$ cat config.mk
export PLATFORM = sky130hd
export DESIGN_NAME = pcm_slot_pitch_allocator
export DESIGN_NICKNAME = d
export VERILOG_FILES = /design/src/psa_pkg.sv /design/src/psa_div.sv /design/src/psa_dpath.sv /design/src/psa_ctrl.sv /design/src/pcm_slot_pitch_allocator.sv
export VERILOG_INCLUDE_DIRS = /design/src /design/src/src
export SDC_FILE = /design/constraint.sdc
export NUM_CORES = 1
export LEC_CHECK = 0
export BUFFER_PORTS_ARGS = -buffer_cell sky130_fd_sc_hd__buf_2
export CORE_UTILIZATION = 50
export DETAILED_ROUTE_END_ITERATION = 16
export HOLD_SLACK_MARGIN = 0.1
export PLACE_DENSITY = 0.79
export SETUP_SLACK_MARGIN = 0.5
export SLEW_MARGIN = 10
export SYNTH_ARGS = -nofsm -noshare
export SYNTH_HDL_FRONTEND = slang
export SYNTH_SLANG_ARGS = --single-unit
$ cat constraint.sdc
create_clock -name clk -period 10.3 [get_ports clk]
set_clock_uncertainty 0.05 [all_clocks]
set_input_delay 1.545 -clock clk [delete_from_list [all_inputs] [get_ports clk]]
set_output_delay 1.545 -clock clk [all_outputs]
set_load 0.02 [all_outputs]
$ cat src/pcm_slot_pitch_allocator_assert.svh
// Assertion macros shared by the allocator modules.
`ifndef PCM_SLOT_PITCH_ALLOCATOR_ASSERT_SVH
`define PCM_SLOT_PITCH_ALLOCATOR_ASSERT_SVH

// Check that a condition implies another in the same cycle.
`define PSA_ASSERT_SAME(label, clk, rst_n, ante, cons, msg) \
  label: assert property (@(posedge clk) disable iff (!rst_n) (ante) |-> (cons)) \
    else $error(msg);

// Check that a condition implies another in the following cycle.
`define PSA_ASSERT_NEXT(label, clk, rst_n, ante, cons, msg) \
  label: assert property (@(posedge clk) disable iff (!rst_n) (ante) |=> (cons)) \
    else $error(msg);

`endif

$ cat src/psa_pkg.sv
package psa_pkg;

  // Default number of sample slots.
  localparam int SLOT_LIMIT_DEF = 128;

  // Sound memory layout.
  localparam logic [19:0] LOAD_RESET = 20'h02C28;
  localparam logic [19:0] LOAD_LIMIT = 20'h7F800;

  // Pitch reference frequency.
  localparam int BASE_FREQ = 44100;

  // Frames per second for each region.
  localparam logic [15:0] FPS_PAL  = 16'd50;
  localparam logic [15:0] FPS_NTSC = 16'd60;

  // Rounded-up reciprocals of the frame rates, scaled by 2^RECIP_SHIFT.
  // The rounding error stays small enough that the shifted product equals
  // the truncated quotient for every 17-bit numerator.
  localparam int RECIP_SHIFT = 23;
  localparam int RECIP_W     = 18;
  localparam logic [RECIP_W-1:0] RECIP_PAL =
    RECIP_W'(((1 << RECIP_SHIFT) + int'(FPS_PAL) - 1) / int'(FPS_PAL));
  localparam logic [RECIP_W-1:0] RECIP_NTSC =
    RECIP_W'(((1 << RECIP_SHIFT) + int'(FPS_NTSC) - 1) / int'(FPS_NTSC));

  // Serial divider geometry: dividend bits, divisor bits, step counter bits.
  localparam int DIV_W  = 26;
  localparam int DVSR_W = 16;
  localparam int DCNT_W = $clog2(DIV_W);

  // Configuration port geometry and register indexes.
  localparam int PADDR_W = 3;
  localparam int PDATA_W = 32;
  localparam logic REG_PAL_REGION = 1'b0;

  // Controller states.
  typedef enum logic [3:0] {
    ST_IDLE     = 4'b0001,
    ST_SETUP    = 4'b0010,
    ST_FNS_RUN  = 4'b0100,
    ST_PUBLISH  = 4'b1000
  } psa_state_t;

  // Commands from controller to datapath.
  typedef struct packed {
    logic load;
    logic fns_start;
    logic fns_save;
    logic publish;
  } psa_cmd_t;

  // Status from datapath to controller.
  typedef struct packed {
    logic ok;
    logic div_done;
    logic out_free;
  } psa_stat_t;

  // Octave reference: base frequency shifted down by the octave.
  function automatic logic [15:0] shift_of(input logic [3:0] oct);
    logic [15:0] base;
    base = 16'(BASE_FREQ);
    return base >> oct;
  endfunction

endpackage

$ cat src/psa_div.sv
`include "pcm_slot_pitch_allocator_assert.svh"

module psa_div (
  input  logic                        clk,
  input  logic                        rst_n,
  input  logic                        start,
  input  logic [psa_pkg::DIV_W-1:0]   dividend,
  input  logic [psa_pkg::DVSR_W-1:0]  divisor,
  output logic                        busy,
  output logic                        done,
  output logic [psa_pkg::DIV_W-1:0]   quotient
);
  import psa_pkg::*;

  logic [DIV_W-1:0]  q_r, q_nxt;
  logic [DVSR_W-1:0] rem_r, rem_nxt;
  logic [DVSR_W-1:0] dvsr_r;
  logic [DCNT_W-1:0] cnt_r;
  logic              busy_r;
  logic              done_r;
  logic [DVSR_W:0]   trial;
  logic              ge;

  // One restoring step: shift in the next dividend bit, subtract if it fits.
  always_comb begin
    trial   = {rem_r, q_r[DIV_W-1]};
    ge      = trial >= {1'b0, dvsr_r};
    rem_nxt = ge ? DVSR_W'(trial - {1'b0, dvsr_r}) : trial[DVSR_W-1:0];
    q_nxt   = {q_r[DIV_W-2:0], ge};
  end

  // Step control.
  always_ff @(posedge clk) begin
    if (!rst_n) begin
      busy_r <= 1'b0;
      done_r <= 1'b0;
      cnt_r  <= '0;
    end else begin
      done_r <= 1'b0;
      if (start) begin
        busy_r <= 1'b1;
        cnt_r  <= '0;
      end else if (busy_r) begin
        if (cnt_r == DCNT_W'(DIV_W - 1)) begin
          busy_r <= 1'b0;
          done_r <= 1'b1;
        end
        cnt_r <= cnt_r + 1'b1;
      end
    end
  end

  // Working registers.
  always_ff @(posedge clk) begin
    if (start) begin
      q_r    <= dividend;
      rem_r  <= '0;
      dvsr_r <= divisor;
    end else if (busy_r) begin
      q_r   <= q_nxt;
      rem_r <= rem_nxt;
    end
  end

  assign busy     = busy_r;
  assign done     = done_r;
  assign quotient = q_r;

  `PSA_ASSERT_SAME(a_div_rem_below, clk, rst_n, busy_r && !start, rem_r < dvsr_r, "remainder not below divisor")
  `PSA_ASSERT_NEXT(a_div_done_ends, clk, rst_n, done_r, !done_r || start, "done held for two cycles")
  `PSA_ASSERT_SAME(a_div_no_overlap, clk, rst_n, done_r, !busy_r, "done while still busy")

endmodule

$ cat src/psa_dpath.sv
`include "pcm_slot_pitch_allocator_assert.svh"

module psa_dpath #(
  parameter int SLOT_LIMIT = psa_pkg::SLOT_LIMIT_DEF
) (
  input  logic                          clk,
  input  logic                          rst_n,
  input  psa_pkg::psa_cmd_t             cmd,
  output psa_pkg::psa_stat_t            st,
  input  logic [15:0]                   in_sample_rate,
  input  logic [18:0]                   in_byte_size,
  input  logic                          in_is_8bit,
  input  logic                          psel,
  input  logic                          penable,
  input  logic                          pwrite,
  input  logic [psa_pkg::PADDR_W-1:0]   paddr,
  input  logic [psa_pkg::PDATA_W-1:0]   pwdata,
  output logic [psa_pkg::PDATA_W-1:0]   prdata,
  output logic                          out_valid,
  input  logic                          out_ready,
  output logic                          out_accepted,
  output logic [6:0]                    out_slot_number,
  output logic [18:0]                   out_start_address,
  output logic [14:0]                   out_pitch_word,
  output logic [19:0]                   out_play_size,
  output logic [11:0]                   out_bytes_per_frame
);
  import psa_pkg::*;

  localparam int CNT_BITS = $clog2(SLOT_LIMIT + 1);
  localparam int CNT_W    = (CNT_BITS > 7) ? CNT_BITS : 7;
  localparam int PROD_W   = 17 + RECIP_W;

  // Allocator state and configuration.
  logic             pal_r;
  logic [19:0]      ptr_r, ptr_nxt;
  logic [CNT_W-1:0] slots_r, slots_nxt;

  // Captured request.
  logic        ok_r;
  logic [15:0] rate_r;
  logic [3:0]  oct_r;
  logic        neg_r;
  logic [6:0]  slot_r;
  logic [18:0] start_r;
  logic [19:0] psize_r;
  logic [9:0]  fns_r;
  logic [11:0] bpf_r;

  // Output register.
  logic        out_valid_r;
  logic        out_acc_r;
  logic [6:0]  out_slot_r;
  logic [18:0] out_start_r;
  logic [14:0] out_pitch_r;
  logic [19:0] out_psize_r;
  logic [11:0] out_bpf_r;

  // Request decode.
  logic        ok_in;
  logic [19:0] aligned;
  logic [19:0] psize_in;
  logic [16:0] rate1;
  logic [3:0]  oct_in;

  // Bytes per frame.
  logic [16:0]        bpf_num_in;
  logic [RECIP_W-1:0] recip_val;
  logic [PROD_W-1:0]  bpf_prod;
  logic [11:0]        bpf_in;

  // Divider interface.
  logic             div_start;
  logic [DIV_W-1:0] div_dividend;
  logic [DVSR_W-1:0] div_divisor;
  logic             div_busy;
  logic             div_done;
  logic [DIV_W-1:0] div_q;
  logic [15:0]      shift_val;
  logic [15:0]      diff_mag;
  logic [DIV_W-1:0] q_neg;

  // Admission check, alignment and play size.
  always_comb begin
    ok_in    = !(ptr_r > LOAD_LIMIT) && !(slots_r >= CNT_W'(SLOT_LIMIT));
    aligned  = (20'(in_byte_size) + 20'd3) & ~20'd3;
    psize_in = in_is_8bit ? aligned : (aligned >> 1);
    rate1    = 17'(in_sample_rate) + 17'd1;
  end

  // Octave: count the powers of two that fit the base frequency ratio.
  always_comb begin
    oct_in = '0;
    for (int k = 0; k < 8; k++) begin
      if ((25'(rate1) << k) <= 25'(BASE_FREQ)) begin
        oct_in = oct_in + 4'd1;
      end
    end
  end

  // Bytes per frame: multiply by the scaled reciprocal of the frame rate.
  always_comb begin
    bpf_num_in = in_is_8bit ? 17'(in_sample_rate) : {in_sample_rate, 1'b0};
    recip_val  = pal_r ? RECIP_PAL : RECIP_NTSC;
    bpf_prod   = PROD_W'(bpf_num_in) * PROD_W'(recip_val);
    bpf_in     = bpf_prod[RECIP_SHIFT +: 12];
  end

  // Advance pointer and slot count on an admitted request.
  always_comb begin
    ptr_nxt   = ptr_r;
    slots_nxt = slots_r;
    if (cmd.load && ok_in) begin
      ptr_nxt   = ptr_r + aligned;
      slots_nxt = slots_r + 1'b1;
    end
  end

  always_ff @(posedge clk) begin
    if (!rst_n) begin
      pal_r   <= 1'b0;
      ptr_r   <= LOAD_RESET;
      slots_r <= '0;
    end else begin
      if (psel && penable && pwrite && (paddr[2] == REG_PAL_REGION)) begin
        pal_r <= pwdata[0];
      end
      ptr_r   <= ptr_nxt;
      slots_r <= slots_nxt;
    end
  end

  // Register read.
  assign prdata = (paddr[2] == REG_PAL_REGION) ? PDATA_W'(pal_r) : '0;

  // Capture the request.
  always_ff @(posedge clk) begin
    if (cmd.load) begin
      ok_r    <= ok_in;
      rate_r  <= in_sample_rate;
      oct_r   <= oct_in;
      slot_r  <= slots_r[6:0];
      start_r <= ptr_r[18:0];
      psize_r <= psize_in;
      bpf_r   <= bpf_in;
    end
  end

  // Divider operands for the pitch fraction.
  always_comb begin
    shift_val    = shift_of(oct_r);
    diff_mag     = (rate_r >= shift_val) ? (rate_r - shift_val) : (shift_val - rate_r);
    div_start    = cmd.fns_start;
    div_dividend = {diff_mag, 10'd0};
    div_divisor  = shift_val;
    q_neg        = '0 - div_q;
  end

  psa_div u_div (
    .clk      (clk),
    .rst_n    (rst_n),
    .start    (div_start),
    .dividend (div_dividend),
    .divisor  (div_divisor),
    .busy     (div_busy),
    .done     (div_done),
    .quotient (div_q)
  );

  // Hold sign of the pitch fraction; keep the quotient.
  always_ff @(posedge clk) begin
    if (cmd.fns_start) begin
      neg_r <= rate_r < shift_val;
    end
    if (cmd.fns_save) begin
      fns_r <= neg_r ? q_neg[9:0] : div_q[9:0];
    end
  end

  // Output beat register.
  always_ff @(posedge clk) begin
    if (!rst_n) begin
      out_valid_r <= 1'b0;
    end else if (cmd.publish) begin
      out_valid_r <= 1'b1;
    end else if (out_ready) begin
      out_valid_r <= 1'b0;
    end
  end

  always_ff @(posedge clk) begin
    if (cmd.publish) begin
      out_acc_r   <= ok_r;
      out_slot_r  <= ok_r ? slot_r : '0;
      out_start_r <= ok_r ? start_r : '0;
      out_pitch_r <= ok_r ? {4'(4'd0 - oct_r), 1'b0, fns_r} : '0;
      out_psize_r <= ok_r ? psize_r : '0;
      out_bpf_r   <= ok_r ? bpf_r : '0;
    end
  end

  assign st.ok       = ok_r;
  assign st.div_done = div_done;
  assign st.out_free = !out_valid_r || out_ready;

  assign out_valid           = out_valid_r;
  assign out_accepted        = out_acc_r;
  assign out_slot_number     = out_slot_r;
  assign out_start_address   = out_start_r;
  assign out_pitch_word      = out_pitch_r;
  assign out_play_size       = out_psize_r;
  assign out_bytes_per_frame = out_bpf_r;

  `PSA_ASSERT_SAME(a_dp_start_idle, clk, rst_n, div_start, !div_busy, "divider started while busy")
  `PSA_ASSERT_SAME(a_dp_publish_free, clk, rst_n, cmd.publish,
                   !out_valid_r || out_ready, "result beat overwritten")
  `PSA_ASSERT_NEXT(a_dp_slot_step, clk, rst_n, cmd.load && ok_in,
                   slots_r == $past(slots_r) + 1'b1, "slot count did not advance")
  `PSA_ASSERT_SAME(a_dp_ptr_bound, clk, rst_n, 1'b1, ptr_r <= 20'hFF800, "load pointer out of range")

endmodule

$ cat src/psa_ctrl.sv
module psa_ctrl (
  input  logic                clk,
  input  logic                rst_n,
  input  logic                in_valid,
  output logic                in_ready,
  input  psa_pkg::psa_stat_t  st,
  output psa_pkg::psa_cmd_t   cmd
);
  import psa_pkg::*;

  psa_state_t state_r, state_nxt;

  // Sequence one request: capture, pitch division for an admitted request, publish.
  always_comb begin
    state_nxt = state_r;
    cmd       = '0;
    in_ready  = 1'b0;
    case (state_r)
      ST_IDLE: begin
        in_ready = 1'b1;
        if (in_valid) begin
          cmd.load  = 1'b1;
          state_nxt = ST_SETUP;
        end
      end
      ST_SETUP: begin
        if (st.ok) begin
          cmd.fns_start = 1'b1;
          state_nxt     = ST_FNS_RUN;
        end else begin
          state_nxt = ST_PUBLISH;
        end
      end
      ST_FNS_RUN: begin
        if (st.div_done) begin
          cmd.fns_save = 1'b1;
          state_nxt    = ST_PUBLISH;
        end
      end
      ST_PUBLISH: begin
        if (st.out_free) begin
          cmd.publish = 1'b1;
          state_nxt   = ST_IDLE;
        end
      end
      default: begin
        state_nxt = ST_IDLE;
      end
    endcase
  end

  always_ff @(posedge clk) begin
    if (!rst_n) begin
      state_r <= ST_IDLE;
    end else begin
      state_r <= state_nxt;
    end
  end

endmodule

$ cat src/pcm_slot_pitch_allocator.sv
// PCM slot and pitch allocator. Each input beat registers one sample: the block
// checks the sound memory pointer and slot count, then returns the slot, the start
// address, the aligned play size, the octave/FNS pitch word and the bytes consumed
// per video frame (50 or 60 frames per second from the pal_region register at
// byte address 0). One request is handled at a time. Between input beat and
// result beat, an admitted request runs the 26-step serial divider that forms
// the pitch fraction; bytes per frame come from a reciprocal multiply at
// capture. A rejected one skips the divider. A finished result waits in the
// output register, and the next input beat is taken while it waits.
module pcm_slot_pitch_allocator #(
  parameter int SLOT_LIMIT = psa_pkg::SLOT_LIMIT_DEF
) (
  input  logic                          clk,
  input  logic                          rst_n,
  input  logic                          in_valid,
  output logic                          in_ready,
  input  logic [15:0]                   in_sample_rate,
  input  logic [18:0]                   in_byte_size,
  input  logic                          in_is_8bit,
  output logic                          out_valid,
  input  logic                          out_ready,
  output logic                          out_accepted,
  output logic [6:0]                    out_slot_number,
  output logic [18:0]                   out_start_address,
  output logic [14:0]                   out_pitch_word,
  output logic [19:0]                   out_play_size,
  output logic [11:0]                   out_bytes_per_frame,
  input  logic                          psel,
  input  logic                          penable,
  input  logic                          pwrite,
  input  logic [psa_pkg::PADDR_W-1:0]   paddr,
  input  logic [psa_pkg::PDATA_W-1:0]   pwdata,
  output logic [psa_pkg::PDATA_W-1:0]   prdata,
  output logic                          pready
);
  import psa_pkg::*;

  psa_cmd_t  cmd;
  psa_stat_t st;

  // Configuration port never stalls.
  assign pready = 1'b1;

  psa_ctrl u_ctrl (
    .clk      (clk),
    .rst_n    (rst_n),
    .in_valid (in_valid),
    .in_ready (in_ready),
    .st       (st),
    .cmd      (cmd)
  );

  psa_dpath #(
    .SLOT_LIMIT (SLOT_LIMIT)
  ) u_dpath (
    .clk                 (clk),
    .rst_n               (rst_n),
    .cmd                 (cmd),
    .st                  (st),
    .in_sample_rate      (in_sample_rate),
    .in_byte_size        (in_byte_size),
    .in_is_8bit          (in_is_8bit),
    .psel                (psel),
    .penable             (penable),
    .pwrite              (pwrite),
    .paddr               (paddr),
    .pwdata              (pwdata),
    .prdata              (prdata),
    .out_valid           (out_valid),
    .out_ready           (out_ready),
    .out_accepted        (out_accepted),
    .out_slot_number     (out_slot_number),
    .out_start_address   (out_start_address),
    .out_pitch_word      (out_pitch_word),
    .out_play_size       (out_play_size),
    .out_bytes_per_frame (out_bytes_per_frame)
  );

endmodule

==> flow_summary.ini <==
[setup_path]
crit_slowest_cell = o21ai_0
cp-end-kind = flip-flop
path_common_cell = fa_1
cp_max_fo = 29
crit_arrival_ns = 8.93
criticalPathCategory = in -> reg
setup.worst_path.start_class = input port
slowest_delay_ns = 0.68
cp_data_required_time_ns = 10.53
cp_cell_sequence = buf_2, buf_4, o21ai_0, nand2_1, fa_1, fa_1, inv_1, fa_1, fa_1, fa_1, inv_1, fa_1, inv_1, ha_1, a21o_1, a21o_1, a21o_1, a21oi_1, o22ai_1, a21oi_1, a31oi_1, a211o_1, a21oi_1, xnor2_1

[clock_tree]
cts_root_buffer = clkbuf_16
cts_inserted_buffers = 25
clock_latency_ns = 0.54
clock_path_buffers = 3
cts_setup_buffers = 0
numClockSinks = 254
cts_resized = 0
clkTransAtPathRegs_ns = 0.06
hold_buffers = 0
h-tree-depth = 1
cts_tree = yes

[power]
p_per_area_mw_per_mm2 = 194
ir_worst_vdd_mv = 0.115
p_leak_nw = 11.0

[final_layout]
drive_gt1_share_pct = 9.89
fin_cells = 2900
final_common_cell = inv_1
final_cell_mix = 367 x inv_1, 231 x ha_1, 189 x edfxtp_1, 163 x fa_1, 158 x nand2_1
area_growth_pct = 8.30
antennaDiodeCount = 0
nets = 2768

[sta]
fin_crit_sh_pct = 84.5
fin_ws_ns = 1.60
min_period_ns = 8.70
tightestPinTransition_ns = 1.18
relSlewSlack_pct = 21.0
slew_violations = 0
tns_ns = 0
hold_violations = 0
fmax_mhz = 115
setup_viol = 0
grt_setup_unrepaired = false

[global_route]
first_global_vias = 15500
grt_pass1_wl_um = 77800
grt_max_degree = 79
antenna_found_initial = 2
grt_use_total_pct = 21.6
grt.overflow.total = 0

[status]
status = completed

[logic_synthesis]
synthCells = 2211
syn-mean-instance-area_um2 = 9.89
synth_edf_count = 189
synth_seq_area_share_pct = 31.9
synth_fa_ha_area_share_pct = 28.1
synth_cell_types = 86
synth_compound_area_share_pct = 11.0
synth.area.mux_share_pct = 3.28
ys_warn_count = 0
ys_ff_latch = 254
synth_xor_area_share_pct = 4.51
synth_ff_type = edfxtp_1
synth_top_family_by_area = adder cells
synthArstFlopShare_pct = 0
syn_area_mm2 = 0.0219
synth-simple-area-share_pct = 12.1

[floorplanning]
core_area_mm2 = 0.0431
die_w_um = 211
die_area_mm2 = 0.0446
ioPinCount = 187
start_util_pct = 50.8
die_h_um = 211
rows = 76

[drt]
routedWlPerCell_um = 16.3
drc_errors = 0
wl_um = 47300
drtIter0Drc = 1274
viasPerCell = 5.34
ant_nets = 0
drt_pass1_iterations = 8
num_vias = 15500

[place]
gp_congestion = 0.912
hpwlAfterDp_um = 37700
dp_slack_ns = 1.14
port_buffers = 117
dp_cells = 2854

[hold_path]
hold_class = reg -> reg

[job]
drv_cap = 0
stage by stage:
step / utilization, % / hold WS (ns) / area (µm²) / power, mW
3_5_place_dp: 53.1 / 0.412 / 22900 / 3.66
4_1_cts: 55.0 / 0.425 / 23700 / 4.61
6_report: 55.0 / 0.416 / 23700 / 4.59
5_1_grt: 55.0 / 0.436 / 23700 / 4.97
2_1_floorplan: - / 0.376 / 22100 / 3.14
3_3_place_gp: 53.1 / 0.397 / 22900 / 3.59
power by group:
| part | switching, mW | internal (mW) |
|---|---|---|
| Sequential | 0.0935 | 1.30 |
| Combinational | 1.30 | 0.963 |
| Clock | 0.389 | 0.535 |
| Total | 1.79 | 2.80 |
state kept, by name (all words and copies together), names as in the netlist, 5 cells and up:
signal / cells
u_dpath.bpf_r: 12
u_dpath.fns_r: 10
u_dpath.out_bytes_per_frame: 12
u_dpath.out_pitch_word: 14
u_dpath.out_play_size: 19
u_dpath.out_slot_number: 7
u_dpath.out_start_address: 17
u_dpath.psize_r: 19
u_dpath.ptr_r: 18
u_dpath.rate_r: 16
u_dpath.slot_r: 7
u_dpath.slots_r: 8
u_dpath.start_r: 17
u_dpath.u_div.cnt_r: 5
u_dpath.u_div.dvsr_r: 16
u_dpath.u_div.quotient: 26
u_dpath.u_div.rem_r: 16
final timing paths:
path,endpoint,slack [ns],start,cells after the start
worst max-delay path,u_dpath.bpf_r[11],1.60,in_is_8bit,24
worst min-delay path,u_dpath.u_div.rem_r[15],0.42,u_dpath.u_div.rem_r[15],2
worst min register to register,u_dpath.u_div.rem_r[15],0.42,u_dpath.u_div.rem_r[15],2
worst max register to register,u_dpath.bpf_r[11],3.04,u_dpath.pal_r,25
synthesized netlist by cell type, types with 14 or more instances:
cell type | count | area, µm²
mux2i_1 | 44 | 440
nor2_1 | 101 | 379
a31oi_1 | 16 | 100
edfxtp_1 | 189 | 5680
xor2_1 | 44 | 385
xnor2_1 | 64 | 561
a21oi_1 | 104 | 521
and2_1 | 80 | 500
nand4_1 | 16 | 100
a21o_1 | 46 | 345
nand2b_1 | 18 | 113
inv_1 | 367 | 1380
fa_1 | 163 | 3260
nand3_1 | 29 | 145
ha_1 | 231 | 2890
and3_1 | 15 | 93.8
clkbuf_1 | 65 | 244
buf_4 | 41 | 308
o21ai_0 | 91 | 455
dfxtp_1 | 65 | 1300
mux2_2 | 22 | 248
nand2_1 | 158 | 593
or2_2 | 14 | 87.6
nor3_1 | 29 | 145
kinds of logic (layout without fill, tap and decap cells):
family,count (synthesis),count (layout)
xor+xnor,110,110
fa+ha+maj,394,394
mux,68,68
flops,254,254
compound gates,375,375
simple gates,523,523
other cells,2,50
buf+inv,485,541
critical path: cells and delay by family:
kind / cells / cell delay [ns]
AOI/OAI and AO/OA: 10 / 2.66
xor gates and xnor gates: 1 / 0.07
and+or+nand+nor: 1 / 0.28
adders and majority gates: 7 / 3.51
buffers and inverters: 5 / 0.81
layer usage:
metal / share of wire (%) / track usage [%] / vias to the layer above
met1: 43 / 28.3 / 7514
met5: 0.044 / 0 / -
met3: 4.1 / 2.10 / 76
met2: 50 / 38.0 / 391
li1: - / - / 7511
met4: 2.2 / 5.90 / 4
area by class of cell:
type / instances / area [µm²]
clock buffer: 32 / 662
clock inverter: 14 / 168
fill: 3634 / 19400
inverter: 368 / 1380
multi-input combinational: 1520 / 13100
sequential: 254 / 6980
tap: 585 / 732
timing repair buffer: 127 / 661
(Power assumes the default switching activity.)
